`src/hdl/scti_pkg.sv`:
```
package scti_pkg;

   // Field widths of the two channels.
   localparam int ANGLE_W  = 32;
   localparam int VALUE_W  = 17;
   localparam int SAMPLE_W = 16;
   localparam int FRAC_W   = 16;

   // Quarter-wave table geometry.
   localparam int TABLE_POINTS = 41;
   localparam int CELLS        = TABLE_POINTS - 1;
   localparam int IDX_W        = $clog2(TABLE_POINTS);
   localparam int POS_W        = IDX_W + FRAC_W;

   // Angle constants in Q32.32.
   localparam logic [63:0] PI_Q32      = 64'd13493037705;
   localparam logic [63:0] HALF_PI_Q32 = 64'd6746518852;
   localparam logic [63:0] TWO_PI_Q32  = 64'd26986075409;

   localparam int TP_W = $clog2(TWO_PI_Q32 + 64'd1);
   localparam int PI_W = $clog2(PI_Q32 + 64'd1);
   localparam int M_W  = $clog2(HALF_PI_Q32 + 64'd1);
   localparam int R0_W = TP_W + 1;
   localparam int REM_W = PI_W + 1;

   localparam logic [TP_W-1:0] TWO_PI_V  = TP_W'(TWO_PI_Q32);
   localparam logic [PI_W-1:0] PI_V      = PI_W'(PI_Q32);
   localparam logic [M_W-1:0]  HALF_PI_V = M_W'(HALF_PI_Q32);

   // Angle widened to Q32.32, with room for the cosine offset.
   localparam int ANGLE_SHIFT = 16;
   localparam int A_W         = ANGLE_W + ANGLE_SHIFT + 1;

   // Turn count estimate: top bits of the angle times a reciprocal of 2*pi.
   // The reciprocal is kept rounded down and rounded up.
   localparam int TRUNC_SHIFT = 20;
   localparam int RECIP_SHIFT = 32;
   localparam int T_W         = A_W - TRUNC_SHIFT;
   localparam int QE_W        = 16;
   localparam logic [63:0] RED_RECIP_FULL =
      (64'd1 << (RECIP_SHIFT + TRUNC_SHIFT)) / TWO_PI_Q32;
   localparam int RR_W = $clog2(RED_RECIP_FULL + 64'd2);
   localparam logic [RR_W-1:0] RED_RECIP    = RR_W'(RED_RECIP_FULL);
   localparam logic [RR_W-1:0] RED_RECIP_UP = RR_W'(RED_RECIP_FULL + 64'd1);

   // Cell position estimate: pos = m * POS_SCALE / pi.
   localparam logic [63:0] POS_SCALE = 64'(2 * CELLS) << FRAC_W;
   localparam int PS_W    = $clog2(POS_SCALE + 64'd1);
   localparam int M_SHIFT = 8;
   localparam logic [63:0] POS_RECIP_FULL =
      64'((128'(POS_SCALE) << (RECIP_SHIFT + M_SHIFT)) / 128'(PI_Q32));
   localparam int PR_W = $clog2(POS_RECIP_FULL + 64'd1);
   localparam logic [PR_W-1:0] POS_RECIP   = PR_W'(POS_RECIP_FULL);
   localparam logic [PS_W-1:0] POS_SCALE_V = PS_W'(POS_SCALE);

   localparam logic [SAMPLE_W-1:0] FULL_SCALE = 16'd65535;
   localparam logic [2*SAMPLE_W:0] ROUND_HALF = (2*SAMPLE_W+1)'(1) << (FRAC_W - 1);

   // Pipeline depth from input register to output register.
   localparam int STAGES = 13;

   // round(65535 * sin(i * pi / 80)) for i = 0 .. 40.
   localparam logic [SAMPLE_W-1:0] SINE_TABLE [TABLE_POINTS] = '{
      16'd0,     16'd2573,  16'd5142,  16'd7703,  16'd10252, 16'd12785,
      16'd15299, 16'd17789, 16'd20251, 16'd22683, 16'd25079, 16'd27437,
      16'd29752, 16'd32022, 16'd34242, 16'd36409, 16'd38521, 16'd40572,
      16'd42562, 16'd44485, 16'd46340, 16'd48124, 16'd49833, 16'd51466,
      16'd53019, 16'd54490, 16'd55878, 16'd57179, 16'd58392, 16'd59515,
      16'd60546, 16'd61484, 16'd62327, 16'd63075, 16'd63724, 16'd64276,
      16'd64728, 16'd65081, 16'd65333, 16'd65484, 16'd65535
   };

   // Table read that returns zero for codes past the last entry.
   function automatic logic [SAMPLE_W-1:0] sine_entry(input logic [IDX_W-1:0] idx);
      logic [SAMPLE_W-1:0] entry;
      entry = '0;
      if (idx < IDX_W'(TABLE_POINTS)) begin
         entry = SINE_TABLE[idx];
      end
      return entry;
   endfunction

endpackage

```
`src/hdl/sine_cosine_table_interp_unit.sv`:
```
// Channel   Direction  Ports                                    Word
// req       in         req_valid, req_ready, req_operation,     operation (0 sine, 1 cosine),
//                      req_angle                                angle in radians, Q16.16
// rsp       out        rsp_valid, rsp_ready, rsp_value          sine or cosine, signed, 65535 = 1.0
//
// Every word passes 13 register stages; the first is loaded at the edge that accepts it, and the
// last drives rsp_valid. A new word may enter in every cycle while req_ready is high; the depth is
// set by the two reciprocal divisions, each a multiply, a multiply back and a correction, plus
// the reduction, the fold, the table step and the interpolation multiply.
// Synchronous reset clears the valid bit of every stage; data registers are not reset.
// Each stage holds its word while the stage after it is full and stalled, so a stall of rsp
// fills the empty stages first and only then drops req_ready.
module sine_cosine_table_interp_unit (
   input  logic                                clock,
   input  logic                                reset,
   input  logic                                req_valid,
   output logic                                req_ready,
   input  logic                                req_operation,
   input  logic signed [scti_pkg::ANGLE_W-1:0] req_angle,
   output logic                                rsp_valid,
   input  logic                                rsp_ready,
   output logic signed [scti_pkg::VALUE_W-1:0] rsp_value
);
   import scti_pkg::*;

   // A stage may load when the output is being taken or when it or any stage after it is
   // empty. That way a bubble anywhere downstream lets the upstream words move up.
   logic [STAGES-1:0] valid_ff;
   logic [STAGES-1:0] valid_in;
   logic [STAGES-1:0] load;

   always_comb begin
      for (int k = 0; k < STAGES; k++) begin
         load[k] = rsp_ready | ~(&(valid_ff | ~({STAGES{1'b1}} << k)));
      end
      valid_in[0] = load[0] ? req_valid : valid_ff[0];
      for (int k = 1; k < STAGES; k++) begin
         valid_in[k] = load[k] ? valid_ff[k-1] : valid_ff[k];
      end
   end

   assign req_ready = load[0];
   assign rsp_valid = valid_ff[STAGES-1];

   // Stage 0: widen the angle to Q32.32 and add pi/2 for cosine.
   logic signed [A_W-1:0] s0_angle_ff, s0_angle_in;

   always_comb begin
      s0_angle_in = (A_W'(req_angle) <<< ANGLE_SHIFT)
                  + (req_operation ? $signed(A_W'(HALF_PI_V)) : $signed(A_W'(0)));
   end

   // Stage 1: estimate the turn count as floor(angle / 2*pi) from the top bits of the angle.
   // A negative angle is scaled by the reciprocal rounded up and a positive one by the
   // reciprocal rounded down, so the estimate never overshoots and falls short by at most
   // one turn.
   logic signed [QE_W-1:0] s1_quot_ff, s1_quot_in;
   logic [R0_W-1:0]        s1_low_ff, s1_low_in;

   always_comb begin
      logic signed [T_W-1:0]      trunc;
      logic [RR_W-1:0]            recip;
      logic signed [T_W+RR_W:0]   quot_full;
      trunc      = s0_angle_ff[A_W-1:TRUNC_SHIFT];
      recip      = trunc[T_W-1] ? RED_RECIP_UP : RED_RECIP;
      quot_full  = trunc * $signed({1'b0, recip});
      s1_quot_in = quot_full[RECIP_SHIFT +: QE_W];
      s1_low_in  = s0_angle_ff[R0_W-1:0];
   end

   // Stage 2: multiply the turn count back by 2*pi. Only the low bits matter, since the
   // remainder is known to lie below twice 2*pi.
   logic [R0_W-1:0] s2_qprod_ff, s2_qprod_in;
   logic [R0_W-1:0] s2_low_ff, s2_low_in;

   always_comb begin
      logic signed [QE_W+TP_W:0] qprod_full;
      qprod_full  = s1_quot_ff * $signed({1'b0, TWO_PI_V});
      s2_qprod_in = qprod_full[R0_W-1:0];
      s2_low_in   = s1_low_ff;
   end

   // Stage 3: first remainder, somewhere in [0, 2 * 2*pi).
   logic [R0_W-1:0] s3_resid_ff, s3_resid_in;

   always_comb begin
      s3_resid_in = s2_low_ff - s2_qprod_ff;
   end

   // Stage 4: correct the short estimate, giving the remainder in [0, 2*pi).
   logic [TP_W-1:0] s4_resid_ff, s4_resid_in;

   always_comb begin
      logic [R0_W-1:0] diff;
      diff = s3_resid_ff - R0_W'(TWO_PI_V);
      if (s3_resid_ff >= R0_W'(TWO_PI_V)) begin
         s4_resid_in = diff[TP_W-1:0];
      end else begin
         s4_resid_in = s3_resid_ff[TP_W-1:0];
      end
   end

   // Stage 5: a remainder above pi stands for a negative angle; keep its magnitude.
   logic            s5_neg_ff, s5_neg_in;
   logic [PI_W-1:0] s5_mag_ff, s5_mag_in;

   always_comb begin
      logic [TP_W-1:0] mirror;
      mirror    = TWO_PI_V - s4_resid_ff;
      s5_neg_in = s4_resid_ff > TP_W'(PI_V);
      s5_mag_in = s5_neg_in ? mirror[PI_W-1:0] : s4_resid_ff[PI_W-1:0];
   end

   // Stage 6: fold an obtuse magnitude into the first quadrant.
   logic           s6_neg_ff, s6_neg_in;
   logic [M_W-1:0] s6_fold_ff, s6_fold_in;

   always_comb begin
      logic [PI_W-1:0] rest;
      rest       = PI_V - s5_mag_ff;
      s6_neg_in  = s5_neg_ff;
      s6_fold_in = (s5_mag_ff > rest) ? rest[M_W-1:0] : s5_mag_ff[M_W-1:0];
   end

   // Stage 7: estimate the cell position m * 80 * 2^16 / pi from the top bits of m.
   logic             s7_neg_ff, s7_neg_in;
   logic [M_W-1:0]   s7_fold_ff, s7_fold_in;
   logic [POS_W-1:0] s7_pos_ff, s7_pos_in;

   always_comb begin
      logic [M_W-M_SHIFT+PR_W-1:0] est_full;
      est_full   = s6_fold_ff[M_W-1:M_SHIFT] * POS_RECIP;
      s7_pos_in  = est_full[RECIP_SHIFT +: POS_W];
      s7_neg_in  = s6_neg_ff;
      s7_fold_in = s6_fold_ff;
   end

   // Stage 8: both sides of the position check, kept to the bits the remainder needs.
   logic             s8_neg_ff, s8_neg_in;
   logic [REM_W-1:0] s8_scaled_ff, s8_scaled_in;
   logic [REM_W-1:0] s8_back_ff, s8_back_in;
   logic [POS_W-1:0] s8_pos_ff, s8_pos_in;

   always_comb begin
      logic [M_W+PS_W-1:0]   scaled_full;
      logic [POS_W+PI_W-1:0] back_full;
      scaled_full  = s7_fold_ff * POS_SCALE_V;
      back_full    = s7_pos_ff * PI_V;
      s8_scaled_in = scaled_full[REM_W-1:0];
      s8_back_in   = back_full[REM_W-1:0];
      s8_neg_in    = s7_neg_ff;
      s8_pos_in    = s7_pos_ff;
   end

   // Stage 9: a remainder of pi or more means the estimate was one short.
   logic             s9_neg_ff, s9_neg_in;
   logic [POS_W-1:0] s9_pos_ff, s9_pos_in;

   always_comb begin
      logic [REM_W-1:0] rem;
      rem       = s8_scaled_ff - s8_back_ff;
      s9_pos_in = (rem >= REM_W'(PI_V)) ? POS_W'(s8_pos_ff + 1'b1) : s8_pos_ff;
      s9_neg_in = s8_neg_ff;
   end

   // Stage 10: read both ends of the cell. At or past the last entry the result is full scale.
   logic                s10_neg_ff, s10_neg_in;
   logic                s10_sat_ff, s10_sat_in;
   logic [SAMPLE_W-1:0] s10_lo_ff, s10_lo_in;
   logic [SAMPLE_W-1:0] s10_diff_ff, s10_diff_in;
   logic [FRAC_W-1:0]   s10_frac_ff, s10_frac_in;

   always_comb begin
      logic [IDX_W-1:0]    idx;
      logic [SAMPLE_W-1:0] hi;
      idx         = s9_pos_ff[POS_W-1:FRAC_W];
      s10_frac_in = s9_pos_ff[FRAC_W-1:0];
      s10_sat_in  = idx >= IDX_W'(CELLS);
      s10_lo_in   = sine_entry(idx);
      hi          = sine_entry(IDX_W'(idx + 1'b1));
      s10_diff_in = (hi >= s10_lo_in) ? hi - s10_lo_in : '0;
      s10_neg_in  = s9_neg_ff;
   end

   // Stage 11: slope times fraction.
   logic                  s11_neg_ff, s11_neg_in;
   logic                  s11_sat_ff, s11_sat_in;
   logic [SAMPLE_W-1:0]   s11_lo_ff, s11_lo_in;
   logic [2*SAMPLE_W-1:0] s11_prod_ff, s11_prod_in;

   always_comb begin
      s11_prod_in = s10_diff_ff * s10_frac_ff;
      s11_neg_in  = s10_neg_ff;
      s11_sat_in  = s10_sat_ff;
      s11_lo_in   = s10_lo_ff;
   end

   // Stage 12: round half up, add to the lower point and apply the sign. This is the
   // output register.
   logic signed [VALUE_W-1:0] s12_value_ff, s12_value_in;

   always_comb begin
      logic [2*SAMPLE_W:0] rnd;
      logic [VALUE_W-1:0]  mag;
      rnd = {1'b0, s11_prod_ff} + ROUND_HALF;
      if (s11_sat_ff) begin
         mag = VALUE_W'(FULL_SCALE);
      end else begin
         mag = VALUE_W'(s11_lo_ff) + VALUE_W'(rnd >> FRAC_W);
      end
      s12_value_in = s11_neg_ff ? $signed(-mag) : $signed(mag);
   end

   assign rsp_value = s12_value_ff;

   always_ff @(posedge clock) begin
      if (reset) begin
         valid_ff <= '0;
      end else begin
         valid_ff <= valid_in;
      end

      if (load[0]) begin
         s0_angle_ff <= s0_angle_in;
      end
      if (load[1]) begin
         s1_quot_ff <= s1_quot_in;
         s1_low_ff  <= s1_low_in;
      end
      if (load[2]) begin
         s2_qprod_ff <= s2_qprod_in;
         s2_low_ff   <= s2_low_in;
      end
      if (load[3]) begin
         s3_resid_ff <= s3_resid_in;
      end
      if (load[4]) begin
         s4_resid_ff <= s4_resid_in;
      end
      if (load[5]) begin
         s5_neg_ff <= s5_neg_in;
         s5_mag_ff <= s5_mag_in;
      end
      if (load[6]) begin
         s6_neg_ff  <= s6_neg_in;
         s6_fold_ff <= s6_fold_in;
      end
      if (load[7]) begin
         s7_neg_ff  <= s7_neg_in;
         s7_fold_ff <= s7_fold_in;
         s7_pos_ff  <= s7_pos_in;
      end
      if (load[8]) begin
         s8_neg_ff    <= s8_neg_in;
         s8_scaled_ff <= s8_scaled_in;
         s8_back_ff   <= s8_back_in;
         s8_pos_ff    <= s8_pos_in;
      end
      if (load[9]) begin
         s9_neg_ff <= s9_neg_in;
         s9_pos_ff <= s9_pos_in;
      end
      if (load[10]) begin
         s10_neg_ff  <= s10_neg_in;
         s10_sat_ff  <= s10_sat_in;
         s10_lo_ff   <= s10_lo_in;
         s10_diff_ff <= s10_diff_in;
         s10_frac_ff <= s10_frac_in;
      end
      if (load[11]) begin
         s11_neg_ff  <= s11_neg_in;
         s11_sat_ff  <= s11_sat_in;
         s11_lo_ff   <= s11_lo_in;
         s11_prod_ff <= s11_prod_in;
      end
      if (load[12]) begin
         s12_value_ff <= s12_value_in;
      end
   end

endmodule
```
`config.mk`:
```
export PLATFORM = sky130hd
export DESIGN_NAME = sine_cosine_table_interp_unit
export DESIGN_NICKNAME = d
export VERILOG_FILES = /design/src/hdl/scti_pkg.sv /design/src/hdl/sine_cosine_table_interp_unit.sv
export SDC_FILE = /design/constraint.sdc
export NUM_CORES = 2
export LEC_CHECK = 0
export ABC_AREA = 1
export ABC_CLOCK_PERIOD_IN_PS = 19150
export BUFFER_PORTS_ARGS = -buffer_cell sky130_fd_sc_hd__buf_2
export CAP_MARGIN = 20
export CORE_MARGIN = 4
export CORE_UTILIZATION = 70
export CTS_BUF_LIST = sky130_fd_sc_hd__clkbuf_2
export DETAILED_ROUTE_END_ITERATION = 10
export PLACE_DENSITY = 0.86
export SKIP_CTS_REPAIR_TIMING = 1
export SLEW_MARGIN = 20
export SYNTH_ARGS = -nofsm -noshare
export SYNTH_HDL_FRONTEND = slang
export SYNTH_SLANG_ARGS = --single-unit
```
`constraint.sdc`:
```
create_clock -name clock -period 19.15 [get_ports clock]
set_input_delay 1.915 -clock clock [delete_from_list [all_inputs] [get_ports clock]]
set_output_delay 1.915 -clock clock [all_outputs]
set_load 0.01 [all_outputs]
```
==> run metrics <==
CP max FO 59; Tmin final 9.48 ns; Placer Congestion 0.993; DR iter-0 viols 5137; Distinct cells, synth 66; Final Max Tran Viols 0; # setup viols final 0; Crit Reg-Reg Startpoint s6_fold_ff[18]; synthesized netlist cell count 8702; Clock Sinks 514; initial antenna violation count 3; synth cell count leaders 2330 x inv_1, 1326 x nand2_1, 1025 x fa_1, 985 x ha_1, 546 x nor2_1; Die ar. 0.114 mm²; synthesis-to-layout area growth 3.85%; Root Driver clkbuf_2; initial core utilization 0.708; CTS buffer count 121; GRT overflow 0; global-route usage over all layers 0.361; die span in x 338 µm; syn avg cell area 8.75 µm²; share of the synthesized area in the top cell type 0.269; CP startpoint kind input pin; FILL cells 7834; Hold Crit Class reg -> reg; drt drc 0; Max Clock Freq 105 MHz; clk_lat worst skew 1.23 ns; area leader, netlist fa_1; Max Cap Violations 0; final core utilization 0.736; TritonCTS clock tree done; hpwl dp 165000 µm; Worst Setup End Kind output pin; Post-synth EDFFs 501; Post-synth ARST share 0; Port Buffers 55; Area contributors post-synth fa_1 27%, edfxtp_1 20%, ha_1 16%, inv_1 11%, nand2_1 6.5%; clk_skew 0.146 ns; Synth Flop Type edfxtp_1; Seq/Total Area, Yosys 0.201; pin count of the biggest net entering global routing 70; Hold Crit Start s6_fold_ff[5]; layout cells sized above 1 0.0396; R2R depth 20; Worst R2R End s7_pos_ff[13]; H-tree depth 3; post-DR vias/cell 5.78; aggregate routed wire length 200000 µm; crit share post-route 0.495; Net Count, Synth 10749; Core Footprint 0.108 mm²; global-route wire length before repair 322000 µm; Ys Warns 0; RSZ-0062 raised after global routing no; r2r setup slk 12.20 ns; Site Rows 120; Die H 338 µm; run status finished, final reports clean; Reg clk slew, reported paths 0.10 ns; clock tree buffer depth 3; Seq cells post-synth 514; Mapped Area 0.0762 mm²; CP Data Required Time 17.24 ns; Detailed Routing Iterations Pass 1 6; hold path endpoint s7_fold_ff[5]; num ports 56; Arrival @ worst endpoint 7.57 ns; Worst Max-Slew Pin Slew 1.10 ns; antenna viol nets, final 0; TNS Setup 0 ns; WHS Path Cells 0; vias in the first global route 61914; final net count 10833; drt wl/cell 19.5 µm; WS Path Type in -> out; Final Hold Vio Count 0; Worst slew margin 0.269; Via Count 59515; most common cell in the netlist inv_1
-- per-stage QoR --
| step | instance area (µm²) | std cells | hold WS, ns | setup slack (ns) |
|---|---|---|---|---|
| detailed placement | 77900 | 10066 | 0.405 | 9.65 |
| floorplan | 76200 | 8702 | 0.400 | 8.12 |
| global placement | 77900 | 10066 | 0.401 | 9.80 |
| finish | 79100 | 10290 | 0.354 | 9.67 |
| global route | 79100 | 10289 | 0.317 | 9.14 |
| CTS | 79100 | 10288 | 0.359 | 9.66 |
-- registers in the layout (all words and copies together) (netlist names), 33 cells and up --
register	flops
s0_angle_ff	34
s2_qprod_ff	36
s3_resid_ff	36
s4_resid_ff	35
s5_mag_ff	34
s6_fold_ff	33
s8_back_ff	35
-- layout by cell type (no fill, tap or decap), drive strengths merged, types with 6 or more instances in the layout --
master / instances
inv: 2350
a21boi: 11
nor4: 30
fa: 1025
nand4: 139
a21o: 19
clkbuf: 171
nor3: 66
clkinv: 46
a211oi: 7
xor2: 274
buf: 80
nand3: 234
o211ai: 19
nand2: 1336
or2: 17
a31oi: 47
o31ai: 7
a221oi: 11
dfxtp: 13
xnor2: 133
nor3b: 6
ha: 985
o221ai: 10
nand3b: 11
o21bai: 18
o2111ai: 8
o21ai: 294
a21oi: 399
o21a: 14
edfxtp: 501
nor2: 562
-- cell families (layout without fill, tap and decap cells) --
logic type      count (synthesis)  after routing  synth area share
compound gates                888            888            0.0651
xor+xnor                      407            407            0.0468
fa+ha+maj                    2011           2011             0.431
buf+inv                      2469           2652             0.123
flops                         514            514             0.201
other cells                     0              2                 0
simple gates                 2413           2413             0.133
-- critical path: stages --
cell and delay [ns]:
buf_2 0.10, inv_1 0.05, nand3_1 0.08, buf_4 0.42, nor2_1 0.13, inv_2 0.77, nor2_1 0.11, inv_2 0.44
nor2_1 0.15, nand2_2 0.69, nor2_1 0.17, nand2_1 0.11, buf_4 0.38, nor2_1 0.07, inv_1 0.10, nor2_2 0.06
nand2_2 0.05, buf_4 0.58, nor2_2 0.11, nand2_2 0.69, buf_2 0.27
-- worst max-delay path by stage --
stage	from	to	slack, ns
after floorplan	rsp_ready	req_ready	8.12
after global placement	rsp_ready	req_ready	9.80
after detailed placement	rsp_ready	req_ready	9.65
after CTS	rsp_ready	req_ready	9.66
after global routing	rsp_ready	req_ready	9.14
final	rsp_ready	req_ready	9.67
-- metal layers --
layer	vias to the layer above	share of wire	global-route usage
met4	2	0.055	0.169
met3	664	0.089	0.0644
li1	27293	-	-
met5	-	0.000065	0
met1	28704	0.39	0.474
met2	2852	0.47	0.589
-- layout make-up --
cell class / instances / area, µm² / area share
Multi-Input combinational cell: 5719 / 51500 / 0.651
Sequential cell: 514 / 15300 / 0.194
Inverter: 2350 / 8820 / 0.112
Tap cell: 1403 / 1760 / 0.0222
Clock buffer: 171 / 856 / 0.0108
Timing Repair Buffer: 80 / 463 / 0.00585
Clock inverter: 51 / 358 / 0.00453
Antenna cell: 2 / 5.00 / 0.0000633
Power is left out: the tool's default activity adds up to more than one toggle a clock period on the data nets, which glitch-free logic cannot reach.
